--- config.mk ---
export PLATFORM = sky130hd
export DESIGN_NAME = htd_front
export DESIGN_NICKNAME = d
export VERILOG_FILES = /design/src/hdl/htd_pkg.sv /design/src/hdl/htd_front.sv
export SDC_FILE = /design/constraint.sdc
export NUM_CORES = 1
export LEC_CHECK = 0
export BUFFER_PORTS_ARGS = -buffer_cell sky130_fd_sc_hd__buf_2
export CORE_MARGIN = 8
export CORE_UTILIZATION = 27
export DETAILED_ROUTE_END_ITERATION = 16
export GPL_ROUTABILITY_DRIVEN = 0
export PLACE_DENSITY = 0.87
export SYNTH_ARGS = -nofsm -noshare
export SYNTH_HDL_FRONTEND = slang
export SYNTH_SLANG_ARGS = --single-unit
--- constraint.sdc ---
create_clock -name vclk -period 2
set_clock_uncertainty 0.1 [all_clocks]
set_input_delay 0.3 -clock vclk [all_inputs]
set_output_delay 0.3 -clock vclk [all_outputs]
set_load 0.01 [all_outputs]
--- src/hdl/htd_pkg.sv ---
// ----------------------------------------------------------------------------
// htd_pkg
// Shared types and codes of the tree walk byte decoder: item kinds, queued
// command format, result format and error codes.
// ----------------------------------------------------------------------------
package htd_pkg;

  // literal codes are below this value, node references are node plus this
  localparam int unsigned LitLimit = 256;

  typedef enum logic [1:0] {
    KIND_LOAD  = 2'd0,
    KIND_START = 2'd1,
    KIND_BYTE  = 2'd2
  } kind_e;

  typedef enum logic [2:0] {
    OP_WRITE      = 3'd0,
    OP_REJECT     = 3'd1,
    OP_START      = 3'd2,
    OP_START_ZERO = 3'd3,
    OP_BYTE       = 3'd4
  } op_e;

  localparam logic [1:0] ERR_NONE      = 2'd0;
  localparam logic [1:0] ERR_BAD_NODE  = 2'd1;
  localparam logic [1:0] ERR_EXHAUSTED = 2'd2;
  localparam logic [1:0] ERR_REJECT    = 2'd3;

  // node entry: bits 8..0 zero child, bits 17..9 one child
  localparam int unsigned EntryBits = 18;

  typedef struct packed {
    op_e                  op;
    logic [7:0]           idx;
    logic [EntryBits-1:0] entry;
    logic [23:0]          len;
    logic [7:0]           data;
    logic                 last;
  } cmd_t;

  typedef struct packed {
    logic [7:0]  out_byte;
    logic        has_byte;
    logic        done_res;
    logic        error;
    logic [1:0]  error_code;
    logic [23:0] bytes_used;
  } res_t;

endpackage

--- src/hdl/htd_front.sv ---
// ----------------------------------------------------------------------------
// htd_front
// Classifies incoming items into queued commands and validates node loads.
// ----------------------------------------------------------------------------
module htd_front #(
  parameter int unsigned NODE_COUNT  = 255,
  parameter int unsigned LENGTH_BITS = 24
) (
  input  logic          push_i,
  input  logic          full_i,
  input  logic [1:0]    kind_i,
  input  logic [7:0]    node_index_i,
  input  logic [15:0]   zero_child_i,
  input  logic [15:0]   one_child_i,
  input  logic [23:0]   expected_length_i,
  input  logic [7:0]    data_byte_i,
  input  logic          last_byte_i,
  output logic          cmd_valid_o,
  output htd_pkg::cmd_t cmd_o
);
  import htd_pkg::*;

  localparam logic [15:0] CodeLimit = 16'(LitLimit + NODE_COUNT);

  logic bad_load;
  logic zero_len;

  assign bad_load = (node_index_i >= 8'(NODE_COUNT)) ||
                    (zero_child_i >= CodeLimit) || (one_child_i >= CodeLimit);
  assign zero_len = (LENGTH_BITS'(expected_length_i) == '0);

  always_comb begin
    cmd_valid_o = push_i && !full_i;
    cmd_o.op    = OP_BYTE;
    cmd_o.idx   = node_index_i;
    cmd_o.entry = {one_child_i[8:0], zero_child_i[8:0]};
    cmd_o.len   = expected_length_i;
    cmd_o.data  = data_byte_i;
    cmd_o.last  = last_byte_i;
    case (kind_i)
      KIND_LOAD:  cmd_o.op = bad_load ? OP_REJECT : OP_WRITE;
      KIND_START: cmd_o.op = zero_len ? OP_START_ZERO : OP_START;
      KIND_BYTE:  cmd_o.op = OP_BYTE;
      // unknown kind is taken and dropped
      default:    cmd_valid_o = 1'b0;
    endcase
  end

endmodule

==> flow_summary_export.csv <==
group,metric,value,unit
timing,hold_ws,0.5000,ns
layout,area_delta_synth_final,31.24,%
global_route,grt_pass1_wl,4153,um
place,place_ws,0.1669,ns
floorplan,io_pins,140,
timing,fin_setup_tns,0,ns
floorplan,fp-row-count,17,
layout,final_cells,179,
detailed_routing,routed-via-count,784,
timing,setup_ws,0.1958,ns
synthesis,syn_nets,166,
floorplan,start_util,0.2879,
pwr,ir_worst_vdd,0.09813,mV
floorplan,die_area,4169,sq um
timing,fmaxAchievable,0.5543,GHz
place,dp_hpwl,2777,um
pwr,power.density,216.3,nW/um^2
timing,rsz0062_at_grt,"no",
cts,cts-resized-gates,0,
synthesis,synth_top_area_cell,"buf_4",
global_route,track_usage,0.1172,
layout,seqCellArea,0,sq um
layout,fill_cells,260,
synthesis,yosys.area_share.simple,0.2692,
detailed_routing,drt_pre_antenna_iters,4,
timing,tightest_slew,0.3013,ns
timing,finalHoldViolations,0,
run,cap_violations,0,
place,placed_cell_area,835.8,sq um
timing,fin_crit_sh,0.9021,
pwr,leakage,0.5150,nW
floorplan,die_width,64.57,um
layout,sequential_cell_total,0,
cts,cts-hold-fix-buffers,0,
synthesis,yosysWarningCount,0,
timing,setup_viol,0,
cts,postCtsSetupRepairBufs,0,
synthesis,muxShareOfSynthArea,0,
timing,final.min_clock_period,1.804,ns
worst_setup_path,path_class,"input pin to output pin",
timing,drv_slew,0,
worst_setup_path,crit_fanout,2,
synthesis,yosys-top-cells-area,"buf_4 70%, nor4_1 7.9%, nand4_1 4.9%",
synthesis,yosysTopAreaCellShare,0.6955,
worst_setup_path,cp.arrival,1.40,ns
worst_setup_path,cp-start-kind,"input pin",
synthesis,synth.distinct_cells,14,
synthesis,synth_xor_area_frac,0,
global_route,antenna_found_initial,0,
detailed_routing,wl_per_cell,15.97,um
synthesis,synthCells,89,
detailed_routing,wl,2858,um
place,dp_cells,179,
worst_hold_path,hold_class,"input pin to output pin",
outcome,status,"complete, no violations",
synthesis,avgSynthCellArea,7.156,sq um
detailed_routing,route.detailed.drc,0,
global_route,grt_pass1_vias,861,
worst_setup_path,required,1.60,ns
worst_setup_path,crit_path_end_kind,"output pin",
layout,n_antenna_cell,0,
detailed_routing,initialDrtViolationCount,19,
global_route,grt_overflow_total,0,
synthesis,synth_top_family_by_area,"buffers and inverters",
place,port_buffers,122,
floorplan,core_area,2212,sq um
floorplan,die_height,64.57,um
timing,max_slew_margin,0.7973,
layout,design_area,835.8,sq um
detailed_routing,vias_per_cell,4.380,
synthesis,yosysSeqAreaShare,0,
global_route,grt_start_max_net_pins,5,
synthesis,synth_compound_area_frac,0.02358,
detailed_routing,ant_nets,0,
layout,drive_gt1_frac,0.8212,
layout,finalNetCount,230,
synthesis,synth_area,636.9,sq um
synthesis,synthAdderAreaFrac,0,
layout,clockBufferCount,0,
==> Yosys cell counts <==
cell / number
buf_4: 59
nor4_1: 8
nand4_1: 5
nand3_1: 3
nor3_1: 3
a211oi_1: 2
nand2_1: 2
and4_1: 1
clkbuf_1: 1
inv_1: 1
nor2_1: 1
nor2b_1: 1
nor4_2: 1
nor4_4: 1
==> layer usage <==
metal	vias up	wire (um)	GRT usage
li1	374	-	-
met1	335	923	0.09659
met2	75	1526	0.2522
met3	0	407	0.05670
met4	0	0	0
met5	-	0	0
==> worst paths after layout <==
path                   endpoint                  start  cells after the start
worst max-delay path  cmd_o[59]  expected_length_i[13]                      6
worst min-delay path   cmd_o[2]         data_byte_i[1]                      0
==> critical path: stages <==
cell and delay [ns]:
buf_2 0.10, nor4_1 0.29, and4_1 0.23, nand3_1 0.09
a211oi_1 0.22, buf_2 0.17
==> logic make-up (layout without fill, tap and decap cells) <==
kind of cell,count (synthesis),in the layout
AO/OA/AOI/OAI,2,2
AND/OR/NAND/NOR,26,26
buffers and inverters,61,123
==> stage by stage <==
stage               total power (W)    util
floorplan                 0.0001348       -
global placement          0.0001813  0.3778
detailed placement        0.0001832  0.3778
CTS                       0.0001837  0.3778
global route              0.0001965  0.3778
finish                    0.0001808  0.3778
==> power by group <==
part | switching, W | total (W) | internal, W
logic | 0.0000898 | 0.000181 | 0.0000910
clock network | 0 | 0 | 0
registers | 0 | 0 | 0
==> placed cells by master, fill, tap and decap left out, types with 2 or more instances in the layout <==
cell type,instances
a211oi_1,2
buf_2,122
nand2_1,2
nand3_1,3
nand4_1,5
nor3_1,3
nor4_1,8
==> area by class of cell <==
class / count / area (sq um) / area share
multi-input combinational: 28 / 186.4 / 0.2231
inverter: 1 / 3.754 / 0.004491
timing repair buffer: 122 / 610.6 / 0.7305
tap: 28 / 35.03 / 0.04192
No activity file was read; power rests on OpenSTA's default activity.
