--- src/hdl/htd_fifo.sv ---
// ----------------------------------------------------------------------------
// htd_fifo
// Small register based queue with push/pop handshake and full/empty flags.
// ----------------------------------------------------------------------------
module htd_fifo #(
  parameter int unsigned WIDTH = 8,
  parameter int unsigned DEPTH = 2
) (
  input  logic             clk_i,
  input  logic             rst_ni,
  input  logic             push_i,
  input  logic [WIDTH-1:0] wdata_i,
  output logic             full_o,
  input  logic             pop_i,
  output logic [WIDTH-1:0] rdata_o,
  output logic             empty_o
);

  localparam int unsigned AW = (DEPTH > 1) ? $clog2(DEPTH) : 1;
  localparam int unsigned CW = $clog2(DEPTH + 1);

  logic [WIDTH-1:0] mem_q [DEPTH];
  logic [AW-1:0]    wptr_q, wptr_d;
  logic [AW-1:0]    rptr_q, rptr_d;
  logic [CW-1:0]    cnt_q, cnt_d;
  logic             do_push, do_pop;

  assign full_o  = (cnt_q == CW'(DEPTH));
  assign empty_o = (cnt_q == '0);
  assign do_push = push_i && !full_o;
  assign do_pop  = pop_i && !empty_o;
  assign rdata_o = mem_q[rptr_q];

  always_comb begin
    wptr_d = wptr_q;
    rptr_d = rptr_q;
    cnt_d  = cnt_q;
    if (do_push) begin
      wptr_d = (wptr_q == AW'(DEPTH - 1)) ? '0 : wptr_q + AW'(1);
    end
    if (do_pop) begin
      rptr_d = (rptr_q == AW'(DEPTH - 1)) ? '0 : rptr_q + AW'(1);
    end
    if (do_push && !do_pop) begin
      cnt_d = cnt_q + CW'(1);
    end else if (do_pop && !do_push) begin
      cnt_d = cnt_q - CW'(1);
    end
  end

  always_ff @(posedge clk_i or negedge rst_ni) begin
    if (!rst_ni) begin
      wptr_q <= '0;
      rptr_q <= '0;
      cnt_q  <= '0;
    end else begin
      wptr_q <= wptr_d;
      rptr_q <= rptr_d;
      cnt_q  <= cnt_d;
    end
  end

  always_ff @(posedge clk_i) begin
    if (do_push) begin
      mem_q[wptr_q] <= wdata_i;
    end
  end

endmodule

--- config.mk ---
export PLATFORM = sky130hd
export DESIGN_NAME = htd_fifo
export DESIGN_NICKNAME = d
export VERILOG_FILES = /design/src/hdl/htd_fifo.sv
export SDC_FILE = /design/constraint.sdc
export NUM_CORES = 1
export LEC_CHECK = 0
export BUFFER_PORTS_ARGS = -buffer_cell sky130_fd_sc_hd__buf_2
export CORE_UTILIZATION = 45
export CTS_CLUSTER_DIAMETER = 80
export CTS_CLUSTER_SIZE = 20
export DETAILED_ROUTE_END_ITERATION = 10
export PLACE_DENSITY_LB_ADDON = 0.08
export SYNTH_ARGS = -nofsm -noshare
export SYNTH_HDL_FRONTEND = slang
export SYNTH_SLANG_ARGS = --single-unit
--- constraint.sdc ---
create_clock -name clk_i -period 4.54 [get_ports clk_i]
set_clock_uncertainty 0.15 [all_clocks]
set_input_delay 0.908 -clock clk_i [delete_from_list [all_inputs] [get_ports clk_i]]
set_output_delay 0.908 -clock clk_i [all_outputs]
set_load 0.01 [all_outputs]
==> impl_metrics.py, run 1 <==
metrics = {
    "detailed_routing": {
        "firstDrtPassIters": 6,
        "drc_errors": 2,
        "drtAntennaViolNets": 0,
        "first_iter_violations": 6,
        "avgRoutedWirePerCell_um": 12.5,
        "via_per_inst": 4.82,
        "vias": 405,
        "drt_wl_total_mm": 1.05,
    },
    "sta": {
        "rsz0062_at_grt": "no",
        "slew_headroom": 0.566,
        "finalSetupViolCount": 0,
        "fmax_mhz": 407,
        "tns_ns": 0,
        "worst_slew_pin_slew_ns": 0.648,
        "post-route-period-util": 0.542,
        "hold_viol_final": 0,
        "layout_min_cycle_time_ns": 2.46,
        "final_max_slew_viol_count": 0,
    },
    "grt": {
        "grt_antenna_before_repair": 0,
        "grt_pass1_wl_mm": 1.62,
        "gr-total-overflow": 0,
        "track_usage": 0.121,
        "grt_max_degree": 13,
        "first_global_vias": 366,
    },
    "yosys": {
        "synth_area_per_cell_um2": 17.8,
        "synthAdderAreaFrac": 0.0160,
        "synthXorXnorAreaFrac": 0.0656,
        "synth_nets": 57,
        "synth-simple-area-share": 0.0384,
        "synth_seq_area_share": 0.742,
        "synth_cells": 44,
        "synth_top_cell_area_share": 0.614,
        "synthTopCellsByArea": "edfxtp_1, dfrtp_1, mux2_1",
        "yosysTopAreaCell": "edfxtp_1",
        "synth_compound_area_frac": 0.00640,
        "ys_types": 15,
        "netlist_area_um2": 782,
        "yosysWarnings": 0,
        "synth_top_family_by_area": "multiplexers",
        "yosys_register_bits": 20,
        "synth_mux_area_frac": 0.115,
    },
    "worst_setup_path": {
        "crit_fanout": 9,
        "cp.arrival_ns": 1.40,
        "reg2reg_depth": 3,
        "cp_data_required_time_ns": 3.48,
        "crit_type": "reg2out",
        "slowest_stage": "dfrtp_1",
        "cp-end-kind": "primary output",
        "max_stage_delay_ns": 0.59,
        "setup.worst_path.start_class": "flip-flop",
        "crit_cells": 2,
        "worstPathCellList": "mux2_2, buf_2",
        "critPathTopFamily": "flip-flops",
        "path_buf_inv": 1,
    },
    "final_layout": {
        "seq_area_um2": 581,
        "final_common_cell": "buf_2",
        "antennaDiodeCount": 0,
        "mostFrequentLayoutCells": "buf_2, edfxtp_1, mux2_1",
        "drive_above_1_share": 0.426,
        "fin_util": 0.612,
        "area_growth_syn_to_layout_pct": 22.1,
        "multiInputGateArea_um2": 189,
        "final_nets": 82,
        "nFillCells": 123,
    },
    "die": {
        "die_area_mm2": 0.00191,
        "core-area_mm2": 0.00156,
        "fp-row-count": 14,
        "die_x_um": 43.7,
        "die_h_um": 43.7,
        "boundaryPins": 22,
        "start_util": 0.502,
    },
    "cts": {
        "clk_latency_ns": 0.29,
        "cts.path.max_buffers": 2,
        "post_cts_buffers": 0,
        "htreeDepth": 1,
        "cts.sinks": 20,
        "hold_buffers": 0,
        "cts_made_buffers": 3,
        "clockRootBuffer": "clkbuf_4",
        "cts_resized": 0,
        "cts_tree": "yes",
        "clkTransAtPathRegs_ns": 0.11,
    },
    "power": {
        "power_density_mw_per_mm2": 651,
        "ir_drop_v": 0.000319,
        "p_leak_nw": 0.402,
    },
    "place": {
        "gp_congestion": 0.631,
        "dp_hpwl_um": 749,
        "port_buffers": 21,
    },
    "run": {
        "maxCapViolations": 0,
    },
    "run_status": {
        "status": "finished, violations left",
        "violations": "design-rule violations",
    },
    "min_path": {
        "hold_class": "in2async",
    },
}
[where the power goes]
group	total (mW)	switching (mW)	internal (mW)
Combinational	0.184	0.0897	0.0940
Clock	0.141	0.0519	0.0892
Sequential	0.297	0.0403	0.256
[worst reg2reg max path, cell delays in order (launching register included)]
cell and delay (ns):
dfrtp_1 0.47, nand2b_1 0.19, nand2_2 0.10, nor2_1 0.51
[layer usage]
layer | track usage | wire length [µm] | part of all wire | up-vias
met3 | 0.0375 | 56 | 0.053 | 0
met4 | 0.0375 | 0 | 0 | 0
met2 | 0.194 | 512 | 0.49 | 13
met5 | 0 | 0 | 0 | -
met1 | 0.160 | 480 | 0.46 | 185
li1 | - | - | - | 207
[path summary, 6_finish.rpt]
check / from / end / slack, ns
setup / recovery: rptr_q / rdata_o[2] / 2.08
hold / removal: rst_ni / cnt_q[1] / 0.24
setup reg to reg: cnt_q[0] / mem_q[0][6] / 2.76
hold reg to reg: cnt_q[1] / cnt_q[1] / 0.38
max in group asynchronous: rst_ni / rptr_q / 3.88
min in group clk_i: cnt_q[1] / cnt_q[1] / 0.38
[kinds of logic (layout without fill, tap and decap cells)]
group,count (synthesis),in the layout
XOR/XNOR,5,5
flip-flops,20,20
adder cells (fa/ha/maj),1,1
AND/OR/NAND/NOR,6,6
buffers and inverters,3,27
multiplexers,8,8
AO/OA/AOI/OAI,1,1
[synthesized netlist by cell type (all sizes together)]
library cell	count
ha	1
inv	2
xnor2	3
mux2	8
dfrtp	4
nand2	1
nor2	3
edfxtp	16
buf	1
and3	1
o21ai	1
xor2	2
nand2b	1
[through the flow]
step                      cell area, µm²  hold WS (ns)  std cells  total power [mW]  setup slack, ns
after global placement               902         0.354         80             0.483             2.40
after global routing                 955         0.219         84             0.657             2.00
final                                955         0.243         84             0.621             2.08
after floorplan                      782         0.334         44             0.424             2.62
after detailed placement             902         0.358         80             0.487             2.38
after CTS                            955         0.237         84             0.629             2.04
[sequential cells by signal, indices dropped and copies added (netlist names)]
| register | flops |
|---|---|
| rptr_q | 1 |
| cnt_q | 2 |
| mem_q | 16 |
| wptr_q | 1 |
[final cells by class]
cell class	count	area share
inverters	2	0.00786
clock buffers	3	0.0236
multi-input cells	21	0.198
flip-flops and latches	20	0.608
repair buffers	21	0.110
clock inverters	1	0.0315
well taps	16	0.0210
Power figures use the tool's default switching activity.
==> run 2: changes to the inputs <==
ABC_AREA = 1   (was default)
clock period = 2.6 ns   (was 4.54 ns; I/O delays follow)
==> impl_metrics.py, run 2 <==
metrics = {
    "final_layout": {
        "multiInputGateArea_um2": 194,
        "drive_above_1_share": 0.276,
        "top_regs": "mem_q x16, cnt_q x2",
        "final_nets": 112,
        "final_area_um2": 976,
        "seq_area_um2": 581,
        "top_register": "mem_q",
        "nFillCells": 142,
        "final_common_cell": "nand2_1",
        "finalNonFillerCells": 122,
        "mostFrequentLayoutCells": "nand2_1, buf_2, edfxtp_1",
        "area_growth_syn_to_layout_pct": 20.6,
        "antennaDiodeCount": 0,
        "largest_register_ffs": 16,
    },
    "power": {
        "ir_drop_v": 0.000504,
        "clkPwrFrac": 0.141,
        "switching_power_mw": 0.384,
        "power_density_mw_per_mm2": 1050,
        "netSwitchingFraction": 0.374,
        "combinationalPowerShare": 0.366,
        "p_leak_nw": 0.464,
        "intPower_mw": 0.643,
        "seqPwrFrac": 0.493,
    },
    "yosys": {
        "synth_seq_area_share": 0.717,
        "synth_commonest_cells": "nand2_1, edfxtp_1, inv_1",
        "yosys_register_bits": 20,
        "async_flop_share": 0.200,
        "synth_area_per_cell_um2": 11.1,
        "netlist_area_um2": 810,
        "ys.flop_type": "edfxtp_1",
        "synth_cells": 73,
        "ys_types": 14,
        "synthTopCellsByArea": "edfxtp_1, nand2_1, dfrtp_1",
        "yosysWarnings": 0,
        "synth.most_common_cell": "nand2_1",
        "synth_top_cell_area_share": 0.594,
        "synth_nets": 86,
        "yosysTopAreaCell": "edfxtp_1",
        "synth_enable_flop_cells": 16,
    },
    "grt": {
        "grt_antenna_before_repair": 0,
        "first_global_vias": 512,
        "track_usage": 0.162,
        "grt_pass1_wl_mm": 2.22,
        "grt_max_degree": 12,
        "gr-total-overflow": 0,
    },
    "die": {
        "core-area_mm2": 0.00159,
        "fp-row-count": 14,
        "die_h_um": 44.4,
        "die_area_mm2": 0.00197,
        "start_util": 0.508,
        "boundaryPins": 22,
        "die_x_um": 44.4,
    },
    "min_path": {
        "hold_start": "wdata_i[0]",
        "holdPathEnd": "mem_q[1][0]",
        "whs_path_depth": 1,
        "hold_class": "in2reg",
    },
    "cts": {
        "cts_tree": "yes",
        "cts_made_buffers": 3,
        "clkTransAtPathRegs_ns": 0.11,
        "clockRootBuffer": "clkbuf_4",
        "cts_resized": 0,
        "cts.sinks": 20,
        "htreeDepth": 1,
        "clk_latency_ns": 0.29,
        "cts.path.max_buffers": 2,
    },
    "detailed_routing": {
        "firstDrtPassIters": 4,
        "via_per_inst": 4.39,
        "drt_wl_total_mm": 1.37,
        "avgRoutedWirePerCell_um": 11.2,
        "first_iter_violations": 9,
        "vias": 536,
        "drtAntennaViolNets": 0,
        "drc_errors": 0,
    },
    "place": {
        "post-place-ws_ns": 0.800,
        "port_buffers": 21,
        "dp_hpwl_um": 970,
        "place_inst": 117,
        "gp_congestion": 0.780,
        "placed_area_um2": 940,
    },
    "worst_setup_path": {
        "crit_type": "reg2out",
        "regToRegEndpoint": "mem_q[1][1]",
        "setup.worst_path.start_class": "flip-flop",
        "cp-end-kind": "primary output",
        "cp_data_required_time_ns": 1.93,
        "cp.arrival_ns": 1.33,
        "reg2reg_depth": 2,
        "r2r-start": "cnt_q[0]",
        "crit_fanout": 10,
        "rrSetupSlack_ns": 0.90,
    },
    "run": {
        "maxCapViolations": 0,
    },
    "sta": {
        "finalSetupViolCount": 0,
        "fmax_mhz": 501,
        "slew_headroom": 0.560,
        "hold_viol_final": 0,
        "rsz0062_at_grt": "no",
        "worst_slew_pin_slew_ns": 0.657,
        "layout_min_cycle_time_ns": 2.00,
        "post-route-period-util": 0.768,
        "hold_ws_ns": 0.263,
        "tns_ns": 0,
        "final_max_slew_viol_count": 0,
        "setup_ws_ns": 0.604,
    },
    "run_status": {
        "status": "finished clean",
    },
}
==> run 2: changes by cell type in the layout (fill, tap and decap cells not counted), sizes merged, moves of 2 or more <==
cell   before  now
inv         2    8
mux2        8    0
xnor2       3    1
xor2        2    0
nand2       1   33
==> run 2: timing repair <==
action | in CTS | in global routing
hold buffers | 1 | 0
buffers inserted | 0 | 0
endpoints found under the hold margin | 4 | 0
==> run 2: kinds of logic after synthesis <==
kind of cell             share of synthesized area
AO/OA/AOI/OAI                               0.0124
AND/OR/NAND/NOR                              0.201
adder cells (fa/ha/maj)                     0.0155
XOR/XNOR                                    0.0108
buffers and inverters                       0.0433
flip-flops                                   0.717
==> run 2: layout make-up <==
cell class,count,area share
Sequential cell,20,0.595
Multi-Input combinational cell,44,0.199
Timing Repair Buffer,22,0.118
Inverter,8,0.0308
Tap cell,24,0.0308
Clock buffer,3,0.0231
Clock inverter,1,0.00385
==> run 2: how the worst max path moves through the flow <==
stage,startpoint,endpoint,slack [ns],depth (start not counted)
2_1_floorplan,push_i,mem_q[1][0],1.09,2
3_3_place_gp,push_i,mem_q[1][6],0.84,3
3_5_place_dp,push_i,mem_q[1][7],0.80,3
4_1_cts,rptr_q,rdata_o[4],0.58,4
5_1_grt,rptr_q,rdata_o[4],0.48,4
6_report,rptr_q,rdata_o[4],0.60,4
==> run 2: layer usage <==
metal / global-route usage / routed length (µm)
met5: 0 / 0
met3: 0.0327 / 56
met4: 0.0545 / 0
met2: 0.268 / 664
met1: 0.216 / 651
==> run 2: power by group through the flow <==
| stage | sequential [mW] | clock [mW] | combinational (mW) |
|---|---|---|---|
| after global placement | 0.513 | 0 | 0.367 |
| after CTS | 0.508 | 0.147 | 0.382 |
| after detailed placement | 0.516 | 0 | 0.379 |
| final | 0.507 | 0.145 | 0.376 |
| after global routing | 0.517 | 0.161 | 0.428 |
| after floorplan | 0.483 | 0 | 0.271 |
==> run 2: metrics by stage <==
stage / power (mW) / util
detailed placement: 0.895 / 0.589
CTS: 1.04 / 0.612
global placement: 0.879 / 0.589
floorplan: 0.754 / -
global route: 1.11 / 0.612
finish: 1.03 / 0.612
==> run 2: worst max-delay path, stage by stage, from the launching register on <==
cell     delay, ns
dfrtp_1       0.57
inv_2         0.17
nand2_1       0.10
nand2_1       0.06
buf_2         0.14
